### config.mk
export PLATFORM = sky130hd
export DESIGN_NAME = hsv_hsl_to_rgb
export DESIGN_NICKNAME = d
export VERILOG_FILES = /design/src/hsvrgb_pkg.sv /design/src/hsv_hsl_to_rgb.sv
export SDC_FILE = /design/constraint.sdc
export NUM_CORES = 1
export LEC_CHECK = 0
export ABC_AREA = 1
export BUFFER_PORTS_ARGS = -buffer_cell sky130_fd_sc_hd__buf_2
export CAP_MARGIN = 20
export CORE_MARGIN = 4
export CORE_UTILIZATION = 45
export DETAILED_ROUTE_END_ITERATION = 6
export GPL_ROUTABILITY_DRIVEN = 0
export MAX_ROUTING_LAYER = met4
export SLEW_MARGIN = 20
export SYNTH_ARGS = -nofsm -noshare
export SYNTH_HDL_FRONTEND = slang
export SYNTH_SLANG_ARGS = --single-unit
### constraint.sdc
create_clock -name clk_i -period 12.89 [get_ports clk_i]
set_input_delay 0.6445 -clock clk_i [delete_from_list [all_inputs] [get_ports clk_i]]
set_output_delay 0.6445 -clock clk_i [all_outputs]
set_load 0.01 [all_outputs]
### src/hsvrgb_pkg.sv
package hsvrgb_pkg;

  // Fixed-point formats
  localparam int LEVEL_FRAC_BITS = 12;
  localparam int HUE_FRAC_BITS   = 4;

  localparam int IN_W    = 16;                    // width of every input field
  localparam int LVL_W   = LEVEL_FRAC_BITS + 1;   // 0 .. ONE inclusive
  localparam int OUT_W   = 13;                    // width of every output channel
  localparam int LVL_ONE = 1 << LEVEL_FRAC_BITS;

  localparam int HUE_TURN   = 360 << HUE_FRAC_BITS;
  localparam int HUE_SECTOR = 60 << HUE_FRAC_BITS;

  // Whole turns added so that the most negative hue becomes non-negative
  localparam int HUE_OFFSET = ((32768 + HUE_TURN - 1) / HUE_TURN) * HUE_TURN;
  localparam int HPOS_MAX   = 32767 + HUE_OFFSET;
  localparam int HPOS_W     = $clog2(HPOS_MAX + 1);
  localparam int HQ_W       = $clog2(HPOS_MAX / HUE_TURN + 1);
  localparam int HUE_W      = $clog2(HUE_TURN);

  // Turn count by reciprocal; floor reciprocal, estimate low by at most one
  localparam int TURN_SHIFT = 24;
  localparam int TURN_RECIP = (1 << TURN_SHIFT) / HUE_TURN;
  localparam int TRECIP_W   = $clog2(TURN_RECIP + 1);
  localparam int TPROD_W    = (HPOS_W + TRECIP_W > TURN_SHIFT + HQ_W) ?
                              HPOS_W + TRECIP_W : TURN_SHIFT + HQ_W;

  // Position inside a sector, mirrored for odd sectors: 0 .. SECTOR inclusive
  localparam int RES_W  = $clog2(HUE_SECTOR + 1);
  localparam int PROD_W = LVL_W + RES_W;

  // Exact floor division by the sector width: ceiling reciprocal
  localparam int    SEC_SHIFT = 32;
  localparam longint SEC_RECIP =
    ((longint'(1) << SEC_SHIFT) + longint'(HUE_SECTOR) - 1) / longint'(HUE_SECTOR);
  localparam int    SRECIP_W  = $clog2(SEC_RECIP + 1);
  localparam int    SPROD_W   = (PROD_W + SRECIP_W > SEC_SHIFT + LVL_W) ?
                                PROD_W + SRECIP_W : SEC_SHIFT + LVL_W;

  // Input to result latency in clock cycles
  localparam int LATENCY = 6;

endpackage

### src/hsv_hsl_to_rgb.sv
// HSV / HSL to RGB pixel converter. A pixel is taken at every rising edge with start high
// (busy is tied low, so one pixel per clock is sustained indefinitely) and its red, green
// and blue appear at the end of the pipeline for one cycle, flagged by
// result_valid_o. The receiver cannot stall the block, so results must be taken as they
// come. The six-stage pipeline sets both the latency and the one-pixel-per-clock rate:
// input clamp and turn estimate, chroma multiply and hue wrap, sector decode and offset,
// chroma-by-position multiply, reciprocal divide by the sector width, channel assembly.
// Hue is in sixteenths of a degree, signed and wrapped; saturation and value/lightness use
// 4096 as 1.0 and are clamped. The colour model (0 HSV, 1 HSL) is a one-bit register
// written through the cfg channel, which is always ready; change it only while no pixel
// is in flight.
module hsv_hsl_to_rgb (
  input  logic                            clk_i,
  input  logic                            rst_ni,
  // pixel command
  input  logic                            start,
  output logic                            busy,
  input  logic signed [hsvrgb_pkg::IN_W-1:0] hue_in_i,
  input  logic signed [hsvrgb_pkg::IN_W-1:0] sat_in_i,
  input  logic signed [hsvrgb_pkg::IN_W-1:0] level_in_i,
  // result strobe
  output logic                            result_valid_o,
  output logic [hsvrgb_pkg::OUT_W-1:0]    red_out_o,
  output logic [hsvrgb_pkg::OUT_W-1:0]    green_out_o,
  output logic [hsvrgb_pkg::OUT_W-1:0]    blue_out_o,
  // configuration
  input  logic                            cfg_valid_i,
  output logic                            cfg_ready_o,
  input  logic                            cfg_data_i
);

  localparam int LVL_W  = hsvrgb_pkg::LVL_W;
  localparam int HPOS_W = hsvrgb_pkg::HPOS_W;
  localparam int HQ_W   = hsvrgb_pkg::HQ_W;
  localparam int HUE_W  = hsvrgb_pkg::HUE_W;
  localparam int RES_W  = hsvrgb_pkg::RES_W;
  localparam int PROD_W = hsvrgb_pkg::PROD_W;
  localparam int OUT_W  = hsvrgb_pkg::OUT_W;
  localparam int NSTG   = hsvrgb_pkg::LATENCY;

  // Hue sectors, named by the dominant and rising/falling channel
  typedef enum logic [2:0] {
    SEC_RED_UP_G  = 3'd0,
    SEC_GRN_DN_R  = 3'd1,
    SEC_GRN_UP_B  = 3'd2,
    SEC_BLU_DN_G  = 3'd3,
    SEC_BLU_UP_R  = 3'd4,
    SEC_RED_DN_B  = 3'd5
  } sector_e;

  logic            accept;
  logic            mdl_q;
  logic [NSTG-1:0] vld_q;

  assign busy        = 1'b0;
  assign cfg_ready_o = 1'b1;
  assign accept      = start & ~busy;

  // Colour model register; a transfer updates it
  always_ff @(posedge clk_i or negedge rst_ni) begin
    if (!rst_ni) begin
      mdl_q <= 1'b0;
    end else if (cfg_valid_i && cfg_ready_o) begin
      mdl_q <= cfg_data_i;
    end
  end

  // Valid bits travel alongside the data
  always_ff @(posedge clk_i or negedge rst_ni) begin
    if (!rst_ni) begin
      vld_q <= '0;
    end else begin
      vld_q <= {vld_q[NSTG-2:0], accept};
    end
  end

  // ---------------------------------------------------------------------------------------
  // Stage 1: clamp, HSL lightness fold, hue made positive and whole turns estimated
  // ---------------------------------------------------------------------------------------
  logic [LVL_W-1:0]  sat_cl, lvl_cl, fold, base_d;
  logic [LVL_W:0]    lvl_x2;
  logic [HPOS_W-1:0] hpos_d;
  logic [hsvrgb_pkg::TPROD_W-1:0] turn_prod;

  logic [HPOS_W-1:0] s1_hpos_q;
  logic [HQ_W-1:0]   s1_hq_q;
  logic [LVL_W-1:0]  s1_base_q, s1_sat_q, s1_lvl_q;
  logic              s1_mdl_q;

  always_comb begin
    if (sat_in_i[hsvrgb_pkg::IN_W-1]) begin
      sat_cl = '0;
    end else if ({1'b0, sat_in_i} > (hsvrgb_pkg::IN_W+1)'(hsvrgb_pkg::LVL_ONE)) begin
      sat_cl = LVL_W'(hsvrgb_pkg::LVL_ONE);
    end else begin
      sat_cl = LVL_W'(sat_in_i);
    end

    if (level_in_i[hsvrgb_pkg::IN_W-1]) begin
      lvl_cl = '0;
    end else if ({1'b0, level_in_i} > (hsvrgb_pkg::IN_W+1)'(hsvrgb_pkg::LVL_ONE)) begin
      lvl_cl = LVL_W'(hsvrgb_pkg::LVL_ONE);
    end else begin
      lvl_cl = LVL_W'(level_in_i);
    end

    // ONE - |2L - ONE|
    lvl_x2 = {lvl_cl, 1'b0};
    if (lvl_x2 >= (LVL_W+1)'(hsvrgb_pkg::LVL_ONE)) begin
      fold = LVL_W'((LVL_W+1)'(2 * hsvrgb_pkg::LVL_ONE) - lvl_x2);
    end else begin
      fold = LVL_W'(lvl_x2);
    end
    base_d = mdl_q ? fold : lvl_cl;

    hpos_d    = HPOS_W'(int'(hue_in_i) + hsvrgb_pkg::HUE_OFFSET);
    turn_prod = hsvrgb_pkg::TPROD_W'(hpos_d)
              * hsvrgb_pkg::TPROD_W'(hsvrgb_pkg::TURN_RECIP);
  end

  always_ff @(posedge clk_i) begin
    s1_hpos_q <= hpos_d;
    s1_hq_q   <= turn_prod[hsvrgb_pkg::TURN_SHIFT +: HQ_W];
    s1_base_q <= base_d;
    s1_sat_q  <= sat_cl;
    s1_lvl_q  <= lvl_cl;
    s1_mdl_q  <= mdl_q;
  end

  // ---------------------------------------------------------------------------------------
  // Stage 2: chroma product, hue wrapped into one turn (estimate may be one turn short)
  // ---------------------------------------------------------------------------------------
  logic [2*LVL_W-1:0] chroma_prod;
  logic [HPOS_W-1:0]  hue_raw;
  logic [HUE_W-1:0]   hue_d;

  logic [HUE_W-1:0] s2_hue_q;
  logic [LVL_W-1:0] s2_chroma_q, s2_lvl_q;
  logic             s2_mdl_q;

  always_comb begin
    chroma_prod = (2*LVL_W)'(s1_base_q) * (2*LVL_W)'(s1_sat_q);
    hue_raw     = s1_hpos_q - HPOS_W'(int'(s1_hq_q) * hsvrgb_pkg::HUE_TURN);
    if (int'(hue_raw) >= hsvrgb_pkg::HUE_TURN) begin
      hue_d = HUE_W'(hue_raw - HPOS_W'(hsvrgb_pkg::HUE_TURN));
    end else begin
      hue_d = HUE_W'(hue_raw);
    end
  end

  always_ff @(posedge clk_i) begin
    s2_hue_q    <= hue_d;
    s2_chroma_q <= chroma_prod[hsvrgb_pkg::LEVEL_FRAC_BITS +: LVL_W];
    s2_lvl_q    <= s1_lvl_q;
    s2_mdl_q    <= s1_mdl_q;
  end

  // ---------------------------------------------------------------------------------------
  // Stage 3: sector, position in sector (mirrored when odd), offset m
  // ---------------------------------------------------------------------------------------
  logic [2:0]       sec_cnt;
  logic [RES_W-1:0] rem, frac_d;
  logic [LVL_W-1:0] off_d;

  logic [RES_W-1:0] s3_frac_q;
  logic [LVL_W-1:0] s3_chroma_q, s3_off_q;
  sector_e          s3_sec_q;

  always_comb begin
    sec_cnt = '0;
    for (int j = 1; j < 6; j++) begin
      if (int'(s2_hue_q) >= j * hsvrgb_pkg::HUE_SECTOR) begin
        sec_cnt = sec_cnt + 3'd1;
      end
    end
    rem = RES_W'(int'(s2_hue_q) - int'(sec_cnt) * hsvrgb_pkg::HUE_SECTOR);
    if (sec_cnt[0]) begin
      frac_d = RES_W'(hsvrgb_pkg::HUE_SECTOR) - rem;
    end else begin
      frac_d = rem;
    end
    if (s2_mdl_q) begin
      off_d = s2_lvl_q - (s2_chroma_q >> 1);
    end else begin
      off_d = s2_lvl_q - s2_chroma_q;
    end
  end

  always_ff @(posedge clk_i) begin
    s3_sec_q    <= sector_e'(sec_cnt);
    s3_frac_q   <= frac_d;
    s3_chroma_q <= s2_chroma_q;
    s3_off_q    <= off_d;
  end

  // ---------------------------------------------------------------------------------------
  // Stage 4: C times position
  // ---------------------------------------------------------------------------------------
  logic [PROD_W-1:0] s4_prod_q;
  logic [LVL_W-1:0]  s4_chroma_q, s4_off_q;
  sector_e           s4_sec_q;

  always_ff @(posedge clk_i) begin
    s4_prod_q   <= PROD_W'(s3_chroma_q) * PROD_W'(s3_frac_q);
    s4_chroma_q <= s3_chroma_q;
    s4_off_q    <= s3_off_q;
    s4_sec_q    <= s3_sec_q;
  end

  // ---------------------------------------------------------------------------------------
  // Stage 5: X = product / sector width, by exact reciprocal multiply
  // ---------------------------------------------------------------------------------------
  logic [hsvrgb_pkg::SPROD_W-1:0] sec_prod;

  logic [LVL_W-1:0] s5_x_q, s5_chroma_q, s5_off_q;
  sector_e          s5_sec_q;

  assign sec_prod = hsvrgb_pkg::SPROD_W'(s4_prod_q)
                  * hsvrgb_pkg::SPROD_W'(hsvrgb_pkg::SEC_RECIP);

  always_ff @(posedge clk_i) begin
    s5_x_q      <= sec_prod[hsvrgb_pkg::SEC_SHIFT +: LVL_W];
    s5_chroma_q <= s4_chroma_q;
    s5_off_q    <= s4_off_q;
    s5_sec_q    <= s4_sec_q;
  end

  // ---------------------------------------------------------------------------------------
  // Stage 6: place C and X by sector, add m, output register
  // ---------------------------------------------------------------------------------------
  logic [LVL_W-1:0] red_c, grn_c, blu_c;

  always_comb begin
    red_c = '0;
    grn_c = '0;
    blu_c = '0;
    case (s5_sec_q)
      SEC_RED_UP_G: begin
        red_c = s5_chroma_q;
        grn_c = s5_x_q;
      end
      SEC_GRN_DN_R: begin
        red_c = s5_x_q;
        grn_c = s5_chroma_q;
      end
      SEC_GRN_UP_B: begin
        grn_c = s5_chroma_q;
        blu_c = s5_x_q;
      end
      SEC_BLU_DN_G: begin
        grn_c = s5_x_q;
        blu_c = s5_chroma_q;
      end
      SEC_BLU_UP_R: begin
        red_c = s5_x_q;
        blu_c = s5_chroma_q;
      end
      default: begin
        red_c = s5_chroma_q;
        blu_c = s5_x_q;
      end
    endcase
  end

  always_ff @(posedge clk_i) begin
    red_out_o   <= OUT_W'(red_c + s5_off_q);
    green_out_o <= OUT_W'(grn_c + s5_off_q);
    blue_out_o  <= OUT_W'(blu_c + s5_off_q);
  end

  assign result_valid_o = vld_q[NSTG-1];

endmodule

## Word-level counts from Yosys, hierarchy flattened

Cells that the tools add are included.

- Add/sub/neg operators: 15
- Multipliers: 6
- Magnitude comparators: 9
- Equal/unequal tests: 4
- Mux-type cells: 16
- Reductions and logical operators: 8

Operators with widths:

| cell | number |
|---|---|
| $mux 13 | 7 |
| $pmux 13 s2 | 3 |
| $mul 23x23->45 const B | 1 |
| $add 13x13->13 | 3 |
| $gt 16x13->1 const B | 2 |
| $ge 13x12->1 const B | 2 |
| $mul 13x13->25 | 1 |
| $mul 13x10->23 | 1 |
| $mul 17x7->23 const B | 1 |
| $add 16x17->17 const B | 1 |
| $ge 17x13->1 const B | 1 |
| $sub 17x17->17 | 1 |
| $ge 14x13->1 const B | 1 |
| $reduce_or 2->1 | 7 |
| $ge 13x10->1 const B | 1 |
| $ge 13x11->1 const B | 1 |
| $ge 13x13->1 const B | 1 |
| $sub 1x13->13 const A | 1 |
| $sub 13x12->13 | 1 |
| $sub 13x13->13 | 1 |
| $sub 13x13->13 const B | 1 |
| $add 3x1->3 const B | 4 |
| $mux 3 | 4 |
| $mul 4x6->10 const B | 1 |
| other kinds (9) | 10 |

- Bits in registers: 280
- Output and inout bits: 42

## Longest topological paths before layout

- Depth after elaboration: 14
- Depth in mapped cells: 31

## Worst setup path before layout

OpenSTA, ideal clock, no wires.

- Path type: register to register
- Start: reg s1_sat_q[12]
- End: reg s2_chroma_q[11]
- Setup time: 0.120 ns
- Arrival: 4.569 ns
- Required time: 12.770 ns
- Slack: 8.201 ns
- Stages on the path, launching flop included: 19
- Buffers on the path: 1
- Clock period less this slack: 4.689 ns
- Cell sequence: dfxtp_1 clkbuf_1 nand2_1 fa_1 fa_1 inv_1 fa_1 fa_1 inv_1 fa_1 inv_1 ha_1 a21oi_1 inv_1 a31oi_1 o21ai_0 nand2_1 nand3_1 xor2_1

- Word-level cells in the longest chain between the ends: 1

Ends and longest elaborated chain:

| element | line | RTL |
|---|---|---|
| from (decl) | hsv_hsl_to_rgb.sv:87 | `logic [LVL_W-1:0] s1_base_q, s1_sat_q, s1_lvl_q;` |
| from (signal assigned) | hsv_hsl_to_rgb.sv:125 | `s1_sat_q <= sat_cl;` |
| $mul 13x13->25 | hsv_hsl_to_rgb.sv:142 | `chroma_prod = (2*LVL_W)'(s1_base_q) * (2*LVL_W)'(s1_sat_q);` |
| via chroma_prod[23] | hsv_hsl_to_rgb.sv:133 | `logic [2*LVL_W-1:0] chroma_prod;` |
| to (signal assigned) | hsv_hsl_to_rgb.sv:153 | `s2_chroma_q <= chroma_prod[hsvrgb_pkg::LEVEL_FRAC_BITS +: LVL_W];` |
| to (decl) | hsv_hsl_to_rgb.sv:138 | `logic [LVL_W-1:0] s2_chroma_q, s2_lvl_q;` |

The timed path passes the listed nets, and every way through them passes these cells.
A chain may end at the register's enable or synchronous reset.

## Worst setup path in the final report

- Start: reg s4_prod_q[1]
- End: reg s5_x_q[10]

- Word-level cells in the longest chain between the ends: 1

Ends and longest elaborated chain:

| element | line | RTL |
|---|---|---|
| from (decl) | hsv_hsl_to_rgb.sv:199 | `logic [PROD_W-1:0] s4_prod_q;` |
| from (signal assigned) | hsv_hsl_to_rgb.sv:204 | `s4_prod_q <= PROD_W'(s3_chroma_q) * PROD_W'(s3_frac_q);` |
| $mul 23x23->45 | hsv_hsl_to_rgb.sv:219 | `* hsvrgb_pkg::SPROD_W'(hsvrgb_pkg::SEC_RECIP);` |
| via sec_prod, one bit | hsv_hsl_to_rgb.sv:213 | `logic [hsvrgb_pkg::SPROD_W-1:0] sec_prod;` |
| to (signal assigned) | hsv_hsl_to_rgb.sv:222 | `s5_x_q <= sec_prod[hsvrgb_pkg::SEC_SHIFT +: LVL_W];` |
| to (decl) | hsv_hsl_to_rgb.sv:215 | `logic [LVL_W-1:0] s5_x_q, s5_chroma_q, s5_off_q;` |

The timed path passes the listed nets, and every way through them passes these cells.

==> metrics.txt <==
status=completed; Netlist Area Pre-Place=between 20000 and 30000 um2; register area=around 5600 um2; Crit path required time=between 10 and 15 ns; CTS H-tree lvls=2; post-layout util=approximately half; total number of vias=around 23000; Clock transition at path regs=roughly 0.06 ns; row count=between 90 and 100; Post-synth EDFFs=0; multi-input logic area=just over 20000 um2; width of the die=around 260 um; worst path buffer plus inverter count=4; ant diodes=0; vias in the first global route=roughly 23000; GRT Total Usage=between 20% and 30%; ys async rst share=under 10%; Final ANT Viol Nets=0; Crit path arrival time=roughly 5.6 ns; DRC errors left=0; Max Slew Vio Count=0; Clock Root Buffer=clkbuf_16; Vias/cell=4.90; global-route wire length before repair=~120000 um; WL per Instance=15.0 um; crit end category=register; CTS sink count=280; hold_sp=start; # fillers=about 6400; Initial Util=between 40% and 50%; cells after synthesis=roughly 3700; Crit Path Max Fanout=3; Final Setup Violations=0; Resized cells post-CTS=0; die area=roughly 70000 um2; synth top area cells=fa_1 22%, dfxtp_1 19%, ha_1 18%; Max clock buf depth=3; Area Overhead vs Synth=8.31%; Slew HR=around 36%; CP max-delay cell=fa_1; period utilization=between 40% and 50%; Worst path most repeated cell=fa_1; Crit. Startpoint=s4_prod_q[1]$_DFF_P_; final std cells w/o fill=between 4000 and 5000; critical path type=reg2reg; YS warnings=0; CP max stage delay=around 0.56 ns; Worst-Skew Late Latency=approximately 0.54 ns; Mapped Nets=around 4500; post-synth top area share=between 20% and 30%; most common flop cell mapped by yosys=dfxtp_1; 1st-pass router iterations=6; fraction of layout cells with a size suffix above 1=under 10%; TritonCTS Buffers=34; DP HPWL=approximately 59000 um; Seq/Total Area, Yosys=19.2%; fin area=about 32000 um2; Max-Cap Viols=0; Tightest Hold Check Type=in2reg; largest area contributor in the netlist=fa_1; initial DRC count=approximately 1200; post-layout minimum cycle time=approximately 5.2 ns; dpl cells=roughly 4600; RSZ-0062 raised after global routing=no; GR Overflow Total=0; Yosys reg bits=280; # nets final=roughly 4600; die span in y=264 um; startpoint type of the worst setup path=register; Slew @ Worst Pin=~0.95 ns; antenna violations before repair=1; synth unique cells=56; maximum VDD drop=roughly 0.24 mV; CTS tree=yes; maximum clock frequency=roughly 190 MHz; reg2reg start=s4_prod_q[1]$_DFF_P_; syn avg cell area=between 7 and 8 um2; Final Skew=approximately 0.023 ns; leakage=18.3 nW; Worst path top cell family by delay=adder cells; Final Hold Fails=0; Placed Area=between 30000 and 40000 um2; largest net degree at the start of global routing=20; Cell Pwr Density=roughly 250 nW/um2; Port Buffer Count=92; final setup TNS=0 ns; Std-Cell Core Area=between 60000 and 70000 um2; final wirelength=roughly 70000 um; Ports=95; Critical Path, Cell by Cell=ha_1 > fa_1 > fa_1 > inv_1 > fa_1 > inv_1 > fa_1 > inv_1 > fa_1 > inv_1 > ha_1 > nand2_1 > nand2_1 > a21oi_1 > a21boi_0 > o21ai_0 > nand3_1 > nand3_1 > nand2_1 > nand2_1
per-layer routing:
metal	wire, um	global-route usage [%]	vias to the layer above
met5	0	-	-
met2	33100	35.1	450
li1	-	-	11500
met3	2930	2.51	111
met4	1550	4.68	0
met1	32000	27.4	10600
synth_stat cells (all sizes together) (3+ instances only):
cell type  number
o21a            3
nor3           27
nand2         777
a21o           17
a21oi         159
a21boi         16
dfrtp           7
nand4          38
mux2i           4
nor4           12
ha            430
nand3         136
fa            323
dfxtp         273
a31oi           7
o22ai          40
xor2           83
nor2          178
buf             8
clkbuf         56
o31ai           5
xnor2          42
o21ai         107
inv           892
o21bai         25
a211oi          5
worst paths after layout:
check,to,cells past startpoint,slack (ns)
worst max-delay path,s5_x_q[10]$_DFF_P_,20,7.69
worst min-delay path,vld_q[0]$_DFF_PN0_,1,0.23
worst max register to register,s5_x_q[10]$_DFF_P_,20,7.69
worst min register to register,s5_chroma_q[7]$_DFF_P_,0,0.32
max in group asynchronous,vld_q[4]$_DFF_PN0_,2,12.26
min in group asynchronous,mdl_q$_DFFE_PN0P_,2,0.46
through the flow:
stage               setup WS [ns]  power [mW]  hold WS, ns
finish                       7.69        7.86        0.228
global route                 7.34        8.82        0.197
CTS                          7.70        7.96        0.196
detailed placement           7.74        6.93        0.312
global placement             7.75        6.88        0.311
floorplan                    8.20        5.57        0.310
report_power, final:
group          internal [mW]  switching, mW  leakage [nW]  total (mW)
combinational           2.09           3.47          15.4        5.56
clock                  0.580          0.391         0.548       0.971
sequential              1.10          0.227          2.34        1.33
total                   3.77           4.09          18.3        7.86
layout make-up:
| type | instances | share of cell area, % |
|---|---|---|
| sequential | 280 | 17.7 |
| multi-input combinational | 2448 | 63.3 |
| timing repair buffer | 94 | 1.50 |
| tap | 855 | 3.36 |
| inverter | 894 | 10.5 |
| clock buffer | 43 | 2.90 |
| clock inverter | 17 | 0.749 |
registers in the layout, summed over array words and instances (netlist names), 4 cells and up:
| register | count |
|---|---|
| s5_chroma_q | 13 |
| s2_chroma_q | 13 |
| s3_chroma_q | 13 |
| s1_hpos_q | 17 |
| s5_off_q | 13 |
| s1_base_q | 13 |
| red_out_o | 13 |
| s2_lvl_q | 13 |
| blue_out_o | 13 |
| s2_hue_q | 13 |
| s4_chroma_q | 13 |
| s4_off_q | 13 |
| s5_x_q | 13 |
| s4_prod_q | 23 |
| vld_q | 6 |
| s1_sat_q | 13 |
| s3_frac_q | 10 |
| green_out_o | 13 |
| s1_lvl_q | 13 |
| s3_off_q | 13 |
| s1_hq_q | 4 |
cells by family (layout without fill, tap and decap cells):
group,count (synthesis),in the layout,synth area share (%)
xor gates and xnor gates,125,125,3.83
other,2,2,0.0255
muxes,4,4,0.136
and+or+nand+nor,1176,1176,16.8
adders and majority gates,753,753,40.2
buffers and inverters,958,1048,12.3
AOI/OAI and AO/OA,388,388,7.52
DFF,280,280,19.2
repair_timing:
| item | 4_1_cts | 5_1_grt |
|---|---|---|
| endpoints found under the hold margin | 7 | 0 |
| setup buffers | 0 | 0 |
| hold buffers | 1 | 0 |
layout by cell type, fill, tap and decap left out, types with 7 or more instances in the layout:
cell type,synthesis,final
dfxtp_1,273,273
ha_1,430,430
inv_1,887,887
xor2_1,81,81
o21ai_1,16,16
a21o_1,17,17
o22ai_1,40,40
a21boi_0,16,16
nor2_1,176,176
a21oi_1,156,156
o21bai_1,24,24
fa_1,323,323
dfrtp_1,7,7
nand2_4,7,7
nand2_2,13,13
nand4_1,38,38
nand2_1,757,757
nand3_1,130,130
clkbuf_16,0,34
a31oi_1,7,7
xnor2_1,41,41
nor4_1,11,11
nor3_1,27,27
buf_2,1,92
o21ai_0,89,89
Note: power is estimated with default switching activity, not from simulation.
